File: src/rtl/core/dda_pkg.sv
// Package: shared types and codes for the DDA line rasterizer.
package dda_pkg;

    // Item command codes
    localparam logic CMD_LOAD = 1'b0;
    localparam logic CMD_STEP = 1'b1;

    // Sequencer states
    typedef enum logic [2:0] {
        ST_READY,
        ST_LOAD_X,
        ST_WAIT_X,
        ST_LOAD_Y,
        ST_WAIT_Y
    } dda_state_t;

    // Divider status toward the sequencer
    typedef struct packed {
        logic busy;
        logic done;
    } dda_div_stat_t;

endpackage

File: src/rtl/core/dda_div.sv
// Iterative restoring divider: one quotient bit per cycle.
module dda_div #(
    parameter int NUM_W = 28,
    parameter int DEN_W = 12
) (
    input  logic                  clk,
    input  logic                  rst_n,
    input  logic                  start,
    input  logic [NUM_W-1:0]      numer,
    input  logic [DEN_W-1:0]      denom,
    output logic [NUM_W-1:0]      quot,
    output dda_pkg::dda_div_stat_t stat
);
    import dda_pkg::*;

    localparam int CNT_W = $clog2(NUM_W + 1);

    logic [NUM_W-1:0] num_reg, num_next;
    logic [DEN_W-1:0] rem_reg, rem_next;
    logic [DEN_W-1:0] denom_reg, denom_next;
    logic [CNT_W-1:0] cnt_reg, cnt_next;
    logic             busy_reg, busy_next;
    logic             done_reg, done_next;

    logic [DEN_W:0]   trial;
    logic [DEN_W:0]   sub_w;
    logic             fits;

    // Shift in the next dividend bit and try one subtract
    assign trial = {rem_reg, num_reg[NUM_W-1]};
    assign sub_w = trial - {1'b0, denom_reg};
    assign fits  = (trial >= {1'b0, denom_reg});

    always_comb
    begin
        num_next   = num_reg;
        rem_next   = rem_reg;
        denom_next = denom_reg;
        cnt_next   = cnt_reg;
        busy_next  = busy_reg;
        done_next  = 1'b0;
        if (start)
        begin
            num_next   = numer;
            rem_next   = '0;
            denom_next = denom;
            cnt_next   = CNT_W'(NUM_W);
            busy_next  = 1'b1;
        end
        else if (busy_reg)
        begin
            num_next = {num_reg[NUM_W-2:0], fits};
            rem_next = fits ? sub_w[DEN_W-1:0] : trial[DEN_W-1:0];
            cnt_next = cnt_reg - CNT_W'(1);
            if (cnt_reg == CNT_W'(1))
            begin
                busy_next = 1'b0;
                done_next = 1'b1;
            end
        end
    end

    always_ff @(posedge clk or negedge rst_n)
    begin
        if (!rst_n)
        begin
            cnt_reg  <= '0;
            busy_reg <= 1'b0;
            done_reg <= 1'b0;
        end
        else
        begin
            cnt_reg  <= cnt_next;
            busy_reg <= busy_next;
            done_reg <= done_next;
        end
    end

    always_ff @(posedge clk)
    begin
        num_reg   <= num_next;
        rem_reg   <= rem_next;
        denom_reg <= denom_next;
    end

    assign quot      = num_reg;
    assign stat.busy = busy_reg;
    assign stat.done = done_reg;

endmodule

File: src/rtl/core/dda_line_rasterizer.sv
// Top level: DDA line rasterizer with a shared iterative divider.
//
//   channel | handshake            | payload
//   --------+----------------------+-----------------------------------------
//   input   | in_valid / in_stall  | cmd, start_x, start_y, end_x, end_y
//   output  | out_valid / out_stall| pixel_x, pixel_y, last_pixel
//
// Steps can be accepted back to back while the output register drains. A load
// of a zero-length line needs no division; any other load waits on the single
// restoring divider, which produces first the x and then the y increment one
// quotient bit per cycle. in_stall is high during the two divisions and
// whenever the output register holds a transaction that is stalled. Reset
// (rst_n low, asynchronous) returns the block to idle with no line active.
module dda_line_rasterizer #(
    parameter int COORD_BITS = 12,
    parameter int FRAC_BITS  = 16
) (
    input  logic                  clk,
    input  logic                  rst_n,
    input  logic                  in_valid,
    output logic                  in_stall,
    input  logic                  cmd,
    input  logic [COORD_BITS-1:0] start_x,
    input  logic [COORD_BITS-1:0] start_y,
    input  logic [COORD_BITS-1:0] end_x,
    input  logic [COORD_BITS-1:0] end_y,
    output logic                  out_valid,
    input  logic                  out_stall,
    output logic [COORD_BITS-1:0] pixel_x,
    output logic [COORD_BITS-1:0] pixel_y,
    output logic                  last_pixel
);
    import dda_pkg::*;

    // Accumulator width: integer coordinate plus fraction
    localparam int ACC_W = COORD_BITS + FRAC_BITS;
    localparam int CNT_W = COORD_BITS + 1;

    dda_state_t state_reg, state_next;

    // Line setup held across the two divisions
    logic [COORD_BITS-1:0] adx_reg, adx_next;
    logic [COORD_BITS-1:0] ady_reg, ady_next;
    logic [COORD_BITS-1:0] steps_reg, steps_next;
    logic                  xneg_reg, xneg_next;
    logic                  yneg_reg, yneg_next;

    // Position accumulators and per-step increments (two's complement, mod 2^ACC_W)
    logic [ACC_W-1:0] x_acc_reg, x_acc_next;
    logic [ACC_W-1:0] y_acc_reg, y_acc_next;
    logic [ACC_W-1:0] x_inc_reg, x_inc_next;
    logic [ACC_W-1:0] y_inc_reg, y_inc_next;
    logic [CNT_W-1:0] left_reg, left_next;
    logic             active_reg, active_next;

    // Output register
    logic                  ovalid_reg, ovalid_next;
    logic [COORD_BITS-1:0] px_reg, px_next;
    logic [COORD_BITS-1:0] py_reg, py_next;
    logic                  plast_reg, plast_next;

    // Load-time arithmetic
    logic                  ld_xneg, ld_yneg;
    logic [COORD_BITS-1:0] ld_adx, ld_ady, ld_steps;

    // Divider interface
    logic                  div_start;
    logic [ACC_W-1:0]      div_numer;
    logic [ACC_W-1:0]      div_quot;
    logic [ACC_W-1:0]      div_quot_neg;
    dda_div_stat_t         div_stat;

    logic out_free;
    logic in_take;
    logic is_last;

    assign out_free = !ovalid_reg || !out_stall;
    assign in_stall = (state_reg != ST_READY) || !out_free;
    assign in_take  = in_valid && !in_stall;
    assign is_last  = (left_reg <= CNT_W'(1));

    // Absolute deltas, direction and step count of the incoming line
    assign ld_xneg  = end_x < start_x;
    assign ld_yneg  = end_y < start_y;
    assign ld_adx   = ld_xneg ? start_x - end_x : end_x - start_x;
    assign ld_ady   = ld_yneg ? start_y - end_y : end_y - start_y;
    assign ld_steps = (ld_adx >= ld_ady) ? ld_adx : ld_ady;

    // Feed |d| << FRAC_BITS to the divider, x first then y
    assign div_numer    = (state_reg == ST_LOAD_X) ? {adx_reg, {FRAC_BITS{1'b0}}}
                                                   : {ady_reg, {FRAC_BITS{1'b0}}};
    assign div_quot_neg = ACC_W'(0) - div_quot;

    dda_div #(
        .NUM_W (ACC_W),
        .DEN_W (COORD_BITS)
    ) u_div (
        .clk   (clk),
        .rst_n (rst_n),
        .start (div_start),
        .numer (div_numer),
        .denom (steps_reg),
        .quot  (div_quot),
        .stat  (div_stat)
    );

    always_comb
    begin
        state_next  = state_reg;
        adx_next    = adx_reg;
        ady_next    = ady_reg;
        steps_next  = steps_reg;
        xneg_next   = xneg_reg;
        yneg_next   = yneg_reg;
        x_acc_next  = x_acc_reg;
        y_acc_next  = y_acc_reg;
        x_inc_next  = x_inc_reg;
        y_inc_next  = y_inc_reg;
        left_next   = left_reg;
        active_next = active_reg;
        px_next     = px_reg;
        py_next     = py_reg;
        plast_next  = plast_reg;
        div_start   = 1'b0;
        // Drop the output transaction once taken
        ovalid_next = ovalid_reg && out_stall;

        case (state_reg)
            ST_READY:
            begin
                if (in_take && (cmd == CMD_LOAD))
                begin
                    // Replace any active line; seed at the start point
                    adx_next    = ld_adx;
                    ady_next    = ld_ady;
                    steps_next  = ld_steps;
                    xneg_next   = ld_xneg;
                    yneg_next   = ld_yneg;
                    x_acc_next  = {start_x, {FRAC_BITS{1'b0}}};
                    y_acc_next  = {start_y, {FRAC_BITS{1'b0}}};
                    x_inc_next  = '0;
                    y_inc_next  = '0;
                    left_next   = {1'b0, ld_steps} + CNT_W'(1);
                    active_next = 1'b1;
                    // Zero-length line needs no division
                    if (ld_steps != '0)
                    begin
                        state_next = ST_LOAD_X;
                    end
                end
                else if (in_take && active_reg)
                begin
                    // Emit the current pixel, then advance
                    ovalid_next = 1'b1;
                    px_next     = x_acc_reg[ACC_W-1:FRAC_BITS];
                    py_next     = y_acc_reg[ACC_W-1:FRAC_BITS];
                    plast_next  = is_last;
                    x_acc_next  = x_acc_reg + x_inc_reg;
                    y_acc_next  = y_acc_reg + y_inc_reg;
                    if (is_last)
                    begin
                        left_next   = '0;
                        active_next = 1'b0;
                    end
                    else
                    begin
                        left_next = left_reg - CNT_W'(1);
                    end
                end
            end
            ST_LOAD_X:
            begin
                div_start  = 1'b1;
                state_next = ST_WAIT_X;
            end
            ST_WAIT_X:
            begin
                if (div_stat.done)
                begin
                    x_inc_next = xneg_reg ? div_quot_neg : div_quot;
                    state_next = ST_LOAD_Y;
                end
            end
            ST_LOAD_Y:
            begin
                div_start  = 1'b1;
                state_next = ST_WAIT_Y;
            end
            ST_WAIT_Y:
            begin
                if (div_stat.done)
                begin
                    y_inc_next = yneg_reg ? div_quot_neg : div_quot;
                    state_next = ST_READY;
                end
            end
            default:
            begin
                state_next = ST_READY;
            end
        endcase
    end

    always_ff @(posedge clk or negedge rst_n)
    begin
        if (!rst_n)
        begin
            state_reg  <= ST_READY;
            active_reg <= 1'b0;
            left_reg   <= '0;
            ovalid_reg <= 1'b0;
        end
        else
        begin
            state_reg  <= state_next;
            active_reg <= active_next;
            left_reg   <= left_next;
            ovalid_reg <= ovalid_next;
        end
    end

    always_ff @(posedge clk)
    begin
        adx_reg   <= adx_next;
        ady_reg   <= ady_next;
        steps_reg <= steps_next;
        xneg_reg  <= xneg_next;
        yneg_reg  <= yneg_next;
        x_acc_reg <= x_acc_next;
        y_acc_reg <= y_acc_next;
        x_inc_reg <= x_inc_next;
        y_inc_reg <= y_inc_next;
        px_reg    <= px_next;
        py_reg    <= py_next;
        plast_reg <= plast_next;
    end

    assign out_valid  = ovalid_reg;
    assign pixel_x    = px_reg;
    assign pixel_y    = py_reg;
    assign last_pixel = plast_reg;

endmodule

File: config.mk
export PLATFORM = sky130hd
export DESIGN_NAME = dda_line_rasterizer
export DESIGN_NICKNAME = d
export VERILOG_FILES = /design/src/rtl/core/dda_pkg.sv /design/src/rtl/core/dda_div.sv /design/src/rtl/core/dda_line_rasterizer.sv
export SDC_FILE = /design/constraint.sdc
export NUM_CORES = 1
export LEC_CHECK = 0
export BUFFER_PORTS_ARGS = -buffer_cell sky130_fd_sc_hd__buf_2
export CAP_MARGIN = 20
export CORE_MARGIN = 3
export CORE_UTILIZATION = 55
export CTS_CLUSTER_DIAMETER = 120
export DETAILED_ROUTE_END_ITERATION = 8
export HOLD_SLACK_MARGIN = 0.05
export PLACE_DENSITY = 0.73
export SYNTH_ARGS = -nofsm -noshare
export SYNTH_HDL_FRONTEND = slang
export SYNTH_SLANG_ARGS = --single-unit
File: constraint.sdc
create_clock -name clk -period 6.45 [get_ports clk]
set_clock_uncertainty 0.1 [all_clocks]
set_input_delay 1.6125 -clock clk [delete_from_list [all_inputs] [get_ports clk]]
set_output_delay 1.6125 -clock clk [all_outputs]
set_load 0.02 [all_outputs]
Word-level counts from Yosys, hierarchy flattened
Index checks and enable logic that the tools add are counted.
W data, S select, Z words.
{"block": "op_classes", "add_sub_neg": 11, "multipliers": 0, "n_div": 0, "order_cmp": 5, "eq_ne": 9, "shifts": 0, "muxes": 41, "n_bitwise": 2, "n_reduce_logical": 26}
{"cell": "$mux W28", "count": 12}
{"cell": "$pmux W28 S2", "count": 2}
{"cell": "$sub A12 B12 Y12", "count": 5}
{"cell": "$add A28 B28 Y28", "count": 2}
{"cell": "$mux W12", "count": 4}
{"cell": "$mux W13", "count": 3}
{"cell": "$sub A1 B28 Y28 const A", "count": 1}
{"cell": "$lt A12 B12 Y1", "count": 2}
{"cell": "$pmux W3 S5", "count": 1}
{"cell": "$add A12 B1 Y13 const B", "count": 1}
{"cell": "$ge A13 B12 Y1", "count": 1}
{"cell": "$le A13 B1 Y1 const B", "count": 1}
{"cell": "$mux W1", "count": 13}
{"cell": "$sub A13 B1 Y13 const B", "count": 1}
{"cell": "$ge A12 B12 Y1", "count": 1}
{"cell": "$mux W3", "count": 4}
{"cell": "$reduce_and A3 Y1", "count": 4}
{"cell": "$reduce_bool A12 Y1", "count": 1}
{"cell": "$mux W5", "count": 2}
{"cell": "$reduce_bool A2 Y1", "count": 5}
{"cell": "$eq A3 B2 Y1 const B", "count": 2}
{"cell": "$eq A5 B1 Y1 const B", "count": 1}
{"cell": "$sub A5 B1 Y5 const B", "count": 1}
{"cell": "$logic_and A1 B1 Y1", "count": 4}
{"cell": "other kinds (12)", "count": 20}
{"block": "word_totals", "regBits": 252, "latch_bits": 0, "ramBits": 0, "rom_bits": 0, "inputBits": 53, "out_inout_bits": 27, "wordCells": 118, "mem_count": 0}

Longest topological paths before layout
{"block": "logic_depth", "word_depth": 10, "ltp_mapped": 26, "depth_no_buf": 25}

By module
Synthesis repeated with hierarchy kept, for this count alone.
{"block": "hier_totals", "hier_cells": 1660, "area_unflattened_um2": 16754.8}
{"module": "dda_line_rasterizer", "n_inst": 1, "cells_each": 1416, "area_each_um2": 13724.4}
{"module": "dda_div", "n_inst": 1, "cells_each": 244, "area_each_um2": 3030.4}

Least setup slack after synthesis
No wires, ideal clock.
{"block": "synth_timing", "kind": "input to register", "startpoint": "input end_y[0]", "endpoint": "register state_reg[0]", "setup_time_ns": 0.124, "arrival_time_ns": 6.095, "setup_slack_ns": 0.131, "cell_stages": 20, "path_buffers": 1, "cell_sequence": "inv_1 -> ha_1 -> inv_1 -> fa_1 -> a21o_1 -> a221oi_4 -> o21ai_4 -> a2111oi_0 -> o21ai_0 -> nand2_1 -> xnor2_1 -> ha_1 -> o21a_1 -> nand4_1 -> o21a_1 -> buf_4 -> o31ai_1 -> o21ai_0 -> or4_1 -> o31a_1"}
{"block": "synth_via", "elab_chain_cells": 7, "word_cells_on_any_way": 9}
{"item": "start: declaration", "line_no": "dda_line_rasterizer.sv:26", "rtl": "input logic [COORD_BITS-1:0] end_y,"}
{"item": "$sub A12 B12 Y12 or $lt A12 B12 Y1 (tied branches)", "line_no": "dda_line_rasterizer.sv:86, dda_line_rasterizer.sv:84"}
{"item": "$mux W12 (*)", "line_no": "dda_line_rasterizer.sv:86", "rtl": "assign ld_ady = ld_yneg ? start_y - end_y : end_y - start_y;"}
{"item": "$ge A12 B12 Y1", "line_no": "dda_line_rasterizer.sv:87", "rtl": "assign ld_steps = (ld_adx >= ld_ady) ? ld_adx : ld_ady;"}
{"item": "$mux W12 (*)", "line_no": "dda_line_rasterizer.sv:87"}
{"item": "$reduce_bool A12 Y1 (*)", "line_no": "dda_line_rasterizer.sv:146", "rtl": "if (ld_steps != '0)"}
{"item": "$ne A2 B2 Y1 (no line) (*)"}
{"item": "$reduce_and A4 Y1 (no line) (*)"}
{"item": "end signal: assignment", "line_no": "dda_line_rasterizer.sv:215", "rtl": "state_reg <= state_next;"}
{"item": "end: declaration", "line_no": "dda_line_rasterizer.sv:39", "rtl": "dda_state_t state_reg, state_next;"}
Mark *: on every way between the ends. The rest lies on a longest branch, timed or not.
A chain may end at the register's enable or synchronous reset.

Worst setup path in the final report
{"block": "layout_timing", "startpoint": "input end_x[0]", "endpoint": "register state_reg[0]"}
{"block": "layout_via", "elab_chain_cells": 7, "word_cells_on_any_way": 9}
{"item": "start: declaration", "line_no": "dda_line_rasterizer.sv:25", "rtl": "input logic [COORD_BITS-1:0] end_x,"}
{"item": "$sub A12 B12 Y12 or $lt A12 B12 Y1 (tied branches)", "line_no": "dda_line_rasterizer.sv:85, dda_line_rasterizer.sv:83"}
{"item": "$mux W12 (*)", "line_no": "dda_line_rasterizer.sv:85", "rtl": "assign ld_adx = ld_xneg ? start_x - end_x : end_x - start_x;"}
{"item": "via ld_adx[10]", "line_no": "dda_line_rasterizer.sv:64", "rtl": "logic [COORD_BITS-1:0] ld_adx, ld_ady, ld_steps;"}
{"item": "$ge A12 B12 Y1 (*)", "line_no": "dda_line_rasterizer.sv:87"}
{"item": "$mux W12 (*)", "line_no": "dda_line_rasterizer.sv:87"}
{"item": "via ld_steps[2]", "line_no": "dda_line_rasterizer.sv:64"}
{"item": "$reduce_bool A12 Y1 (*)", "line_no": "dda_line_rasterizer.sv:146"}
{"item": "$ne A2 B2 Y1 (no line) (*)"}
{"item": "$reduce_and A4 Y1 (no line) (*)"}
The timed path passes the listed nets; every way through them passes the cells marked *.

==> flow_summary_export.csv <==
group,metric,value,unit
cells_and_area,regArea,7320,µm²
floorplanning,core,29100,µm²
sta,fin_crit_sh,0.935,
route,wl,39.8,mm
power,pwr-share-comb,0.474,
route,avgRoutedWirePerCell,17.9,µm
cells_and_area,fillerInstances,2396,
clock_tree,cts_max_level,1,
floorplanning,boundaryPins,80,
synthesis,yosysMostFrequentCell,"edfxtp_1",
sta,finalMaxSlewViolations,0,
cells_and_area,nets,2007,
synthesis,ys_top_cells_by_area,"edfxtp_1 39%, ha_1 10%, xor2_1 4.1%",
power,ir_drop,0.295,mV
placed_design,gp_congestion,0.949,
setup_path,cp.required,6.76,ns
route,viasPerCell,5.80,
sta,finalSetupViolCount,0,
clock_tree,clk_latency,0.54,ns
global_route,grt.total_usage,0.249,
synthesis,syn_inst,1680,
clock_tree,cts-root-buf,"clkbuf_16",
route,drtAntennaViolNets,0,
cells_and_area,drive_gt1_frac,0.131,
floorplanning,die_area,32000,µm²
global_route,grt_max_degree,46,
power,internal_power,5510,µW
clock_tree,cts_inserted_buffers,28,
floorplanning,rows,62,
route,dr.pass1.iters,6,
setup_path,crit_start,"end_x[0]",
clock_tree,cts-hold-fix-buffers,0,
synthesis,synth_seq_cells,252,
setup_path,r2r_end,"u_div.quot[5]",
synthesis,postSynthAreaPerCell,9.80,µm²
worst_hold_path,hp-class,"reg -> reg",
clock_tree,clock-sinks,252,
cells_and_area,final_cells,2221,
cells_and_area,diodes,0,
global_route,grt_overflow,0,
setup_path,r2r_slack,2.72,ns
clock_tree,path_clk_slew,0.06,ns
setup_path,crit_path_end,"state_reg[0]",
floorplanning,die_w,179,µm
cells_and_area,multiInputGateArea,8420,µm²
floorplanning,start_util,0.566,
setup_path,cp_max_fo,7,
global_route,antenna_found_initial,0,
sta,grt_setup_unrepaired,"false",
clock_tree,cts-resized-gates,0,
synthesis,synth-main-ff-cell,"edfxtp_1",
synthesis,synth_nets,1871,
synthesis,synth_cell_types,90,
power,p_per_area,486,nW/µm²
run,maxCapViolCount,0,
synthesis,yosysTopAreaCellShare,0.392,
synthesis,synth-edff-count,215,
clock_tree,clk_path_buf_depth,3,
route,drt-initial-drc-count,965,
sta,period_needed,6.03,ns
synthesis,ys_seq_area_frac,0.445,
power,p_clk_frac,0.185,
route,drc_errors,0,
power,p_switching,3580,µW
clock_tree,postCtsSetupBuffers,0,
power,power_leakage,0.00810,µW
synthesis,ys_warn_count,0,
setup_path,critPathCaptureType,"flop",
sta,max-slew-margin-rel,0.351,
synthesis,synth_area_leader_cell,"edfxtp_1",
synthesis,ys_top_cells_by_count,"215 x edfxtp_1, 162 x nor2_1, 155 x nand2_1",
power,power,9090,µW
placed_design,io_buffers,79,
power,seqPwrFrac,0.341,
clock_tree,cts_tree,"built",
setup_path,worstSetupStartpointType,"input pin",
sta,fmax,166,MHz
placed_design,dp_hpwl,29.9,mm
setup_path,rr_worst_depth,5,
setup_path,crit_type,"in -> reg",
placed_design,dp_cells,2170,
synthesis,async_reset_ff_frac,0.0992,
setup_path,worstPathArrival,6.34,ns
global_route,grt_pass1_vias,12567,
sta,final_hold_viol_count,0,
global_route,grt_pass1_wl,63.5,mm
floorplanning,die_y,179,µm
cells_and_area,area_growth,13.6,%
power,swShare,0.394,
status,status,"finished clean",
synthesis,synthesis.area,16500,µm²
setup_path,r2r_start,"state_reg[2]",
sta,worstMarginPinSlew,0.973,ns
route,vias,12888,
## power by group through the flow
stage	Sequential (µW)	Combinational [µW]	Clock [µW]
CTS	3100	4290	1720
detailed placement	3120	4240	0
floorplan	2960	3190	0
global route	3160	4810	1770
global placement	3100	4110	0
finish	3100	4310	1680
## worst max-delay path: stages
cell	delay, ns
buf_2	0.11
inv_1	0.05
ha_1	0.16
inv_1	0.06
fa_1	0.38
a21o_1	0.18
and4_1	0.25
o211ai_2	0.19
nand2_1	0.14
nor4_1	0.30
or3_1	0.18
nand2_1	0.09
ha_1	0.33
a211oi_1	0.19
o21ai_0	0.11
a21oi_1	0.29
o21ai_2	0.17
buf_4	0.19
nand3_1	0.09
nand2_1	0.08
or4b_1	0.50
or4_1	0.41
o31a_1	0.27
## final cells by class
cell class | count | area share
tap | 384 | 0.0257
clock buffer | 35 | 0.0400
multi-input combinational | 1243 | 0.450
inverter | 131 | 0.0266
timing repair buffer | 160 | 0.0537
sequential | 252 | 0.392
clock inverter | 16 | 0.0124
## metal layers
layer / GRT usage / part of all wire / up-vias / wire [µm]
li1: - / - / 6313 / -
met1: 0.322 / 0.43 / 6161 / 17000
met2: 0.439 / 0.50 / 333 / 19800
met3: 0.0235 / 0.042 / 81 / 1690
met4: 0.0808 / 0.033 / 0 / 1310
met5: 0 / 0 / - / 0
## worst min-delay path by stage
stage / start / to / slack (ns) / depth (start not counted)
4_1_cts: steps_reg[8] / u_div.denom_reg[8] / 0.32 / 0
2_1_floorplan: steps_reg[0] / u_div.denom_reg[0] / 0.30 / 0
3_5_place_dp: steps_reg[1] / u_div.denom_reg[1] / 0.30 / 0
3_3_place_gp: steps_reg[0] / u_div.denom_reg[0] / 0.30 / 0
5_1_grt: steps_reg[7] / u_div.denom_reg[7] / 0.32 / 0
6_report: steps_reg[1] / u_div.denom_reg[1] / 0.32 / 0
## stage by stage
stage | hold slack [ns] | util | TNS (ns) | worst slack, ns | instance area (µm²)
finish | 0.319 | 0.643 | 0 | 0.420 | 18700
global route | 0.324 | 0.643 | 0 | 0.0527 | 18700
CTS | 0.317 | 0.643 | 0 | 0.452 | 18700
detailed placement | 0.305 | 0.609 | -0.505 | -0.119 | 17700
global placement | 0.301 | 0.609 | 0 | 0.00709 | 17700
floorplan | 0.300 | - | 0 | 0.131 | 16500
## cells by family (layout without fill, tap and decap cells)
logic type / after synthesis / in the layout / share of synthesized area
AO/OA/AOI/OAI: 411 / 411 / 0.162
XOR/XNOR: 127 / 127 / 0.0676
adder cells (fa/ha/maj): 138 / 138 / 0.108
buffers and inverters: 185 / 342 / 0.0448
flip-flops: 252 / 252 / 0.445
multiplexers: 28 / 28 / 0.0177
AND/OR/NAND/NOR: 539 / 539 / 0.156
## cell usage in the layout, fill, tap and decap left out, types with 6 or more instances in the layout
cell type / synthesis / final
edfxtp_1: 215 / 215
nor2_1: 162 / 161
nand2_1: 155 / 155
ha_1: 131 / 131
inv_1: 127 / 126
a21oi_1: 111 / 111
o21ai_0: 103 / 103
buf_4: 5 / 81
buf_2: 3 / 79
xor2_1: 77 / 77
a21o_1: 50 / 50
xnor2_1: 50 / 50
nand3_1: 33 / 33
nor3_1: 35 / 33
clkbuf_16: 0 / 29
dfrtp_1: 25 / 25
and2_1: 23 / 23
nor2b_1: 23 / 23
mux2i_1: 23 / 23
or3_1: 22 / 22
o21a_1: 17 / 17
a211oi_1: 17 / 17
and3_1: 15 / 15
nand2b_1: 16 / 15
o31ai_1: 14 / 14
dfxtp_1: 12 / 12
o211ai_1: 11 / 11
nor4_1: 10 / 10
a31oi_1: 10 / 10
o21bai_1: 9 / 9
nand4_1: 9 / 9
or2_2: 8 / 8
o22ai_1: 7 / 7
or4_1: 7 / 7
fa_1: 7 / 7
clkinv_1: 2 / 6
clkbuf_1: 38 / 6
bufinv_16: 0 / 6
Note: power is estimated with default switching activity, not from simulation.
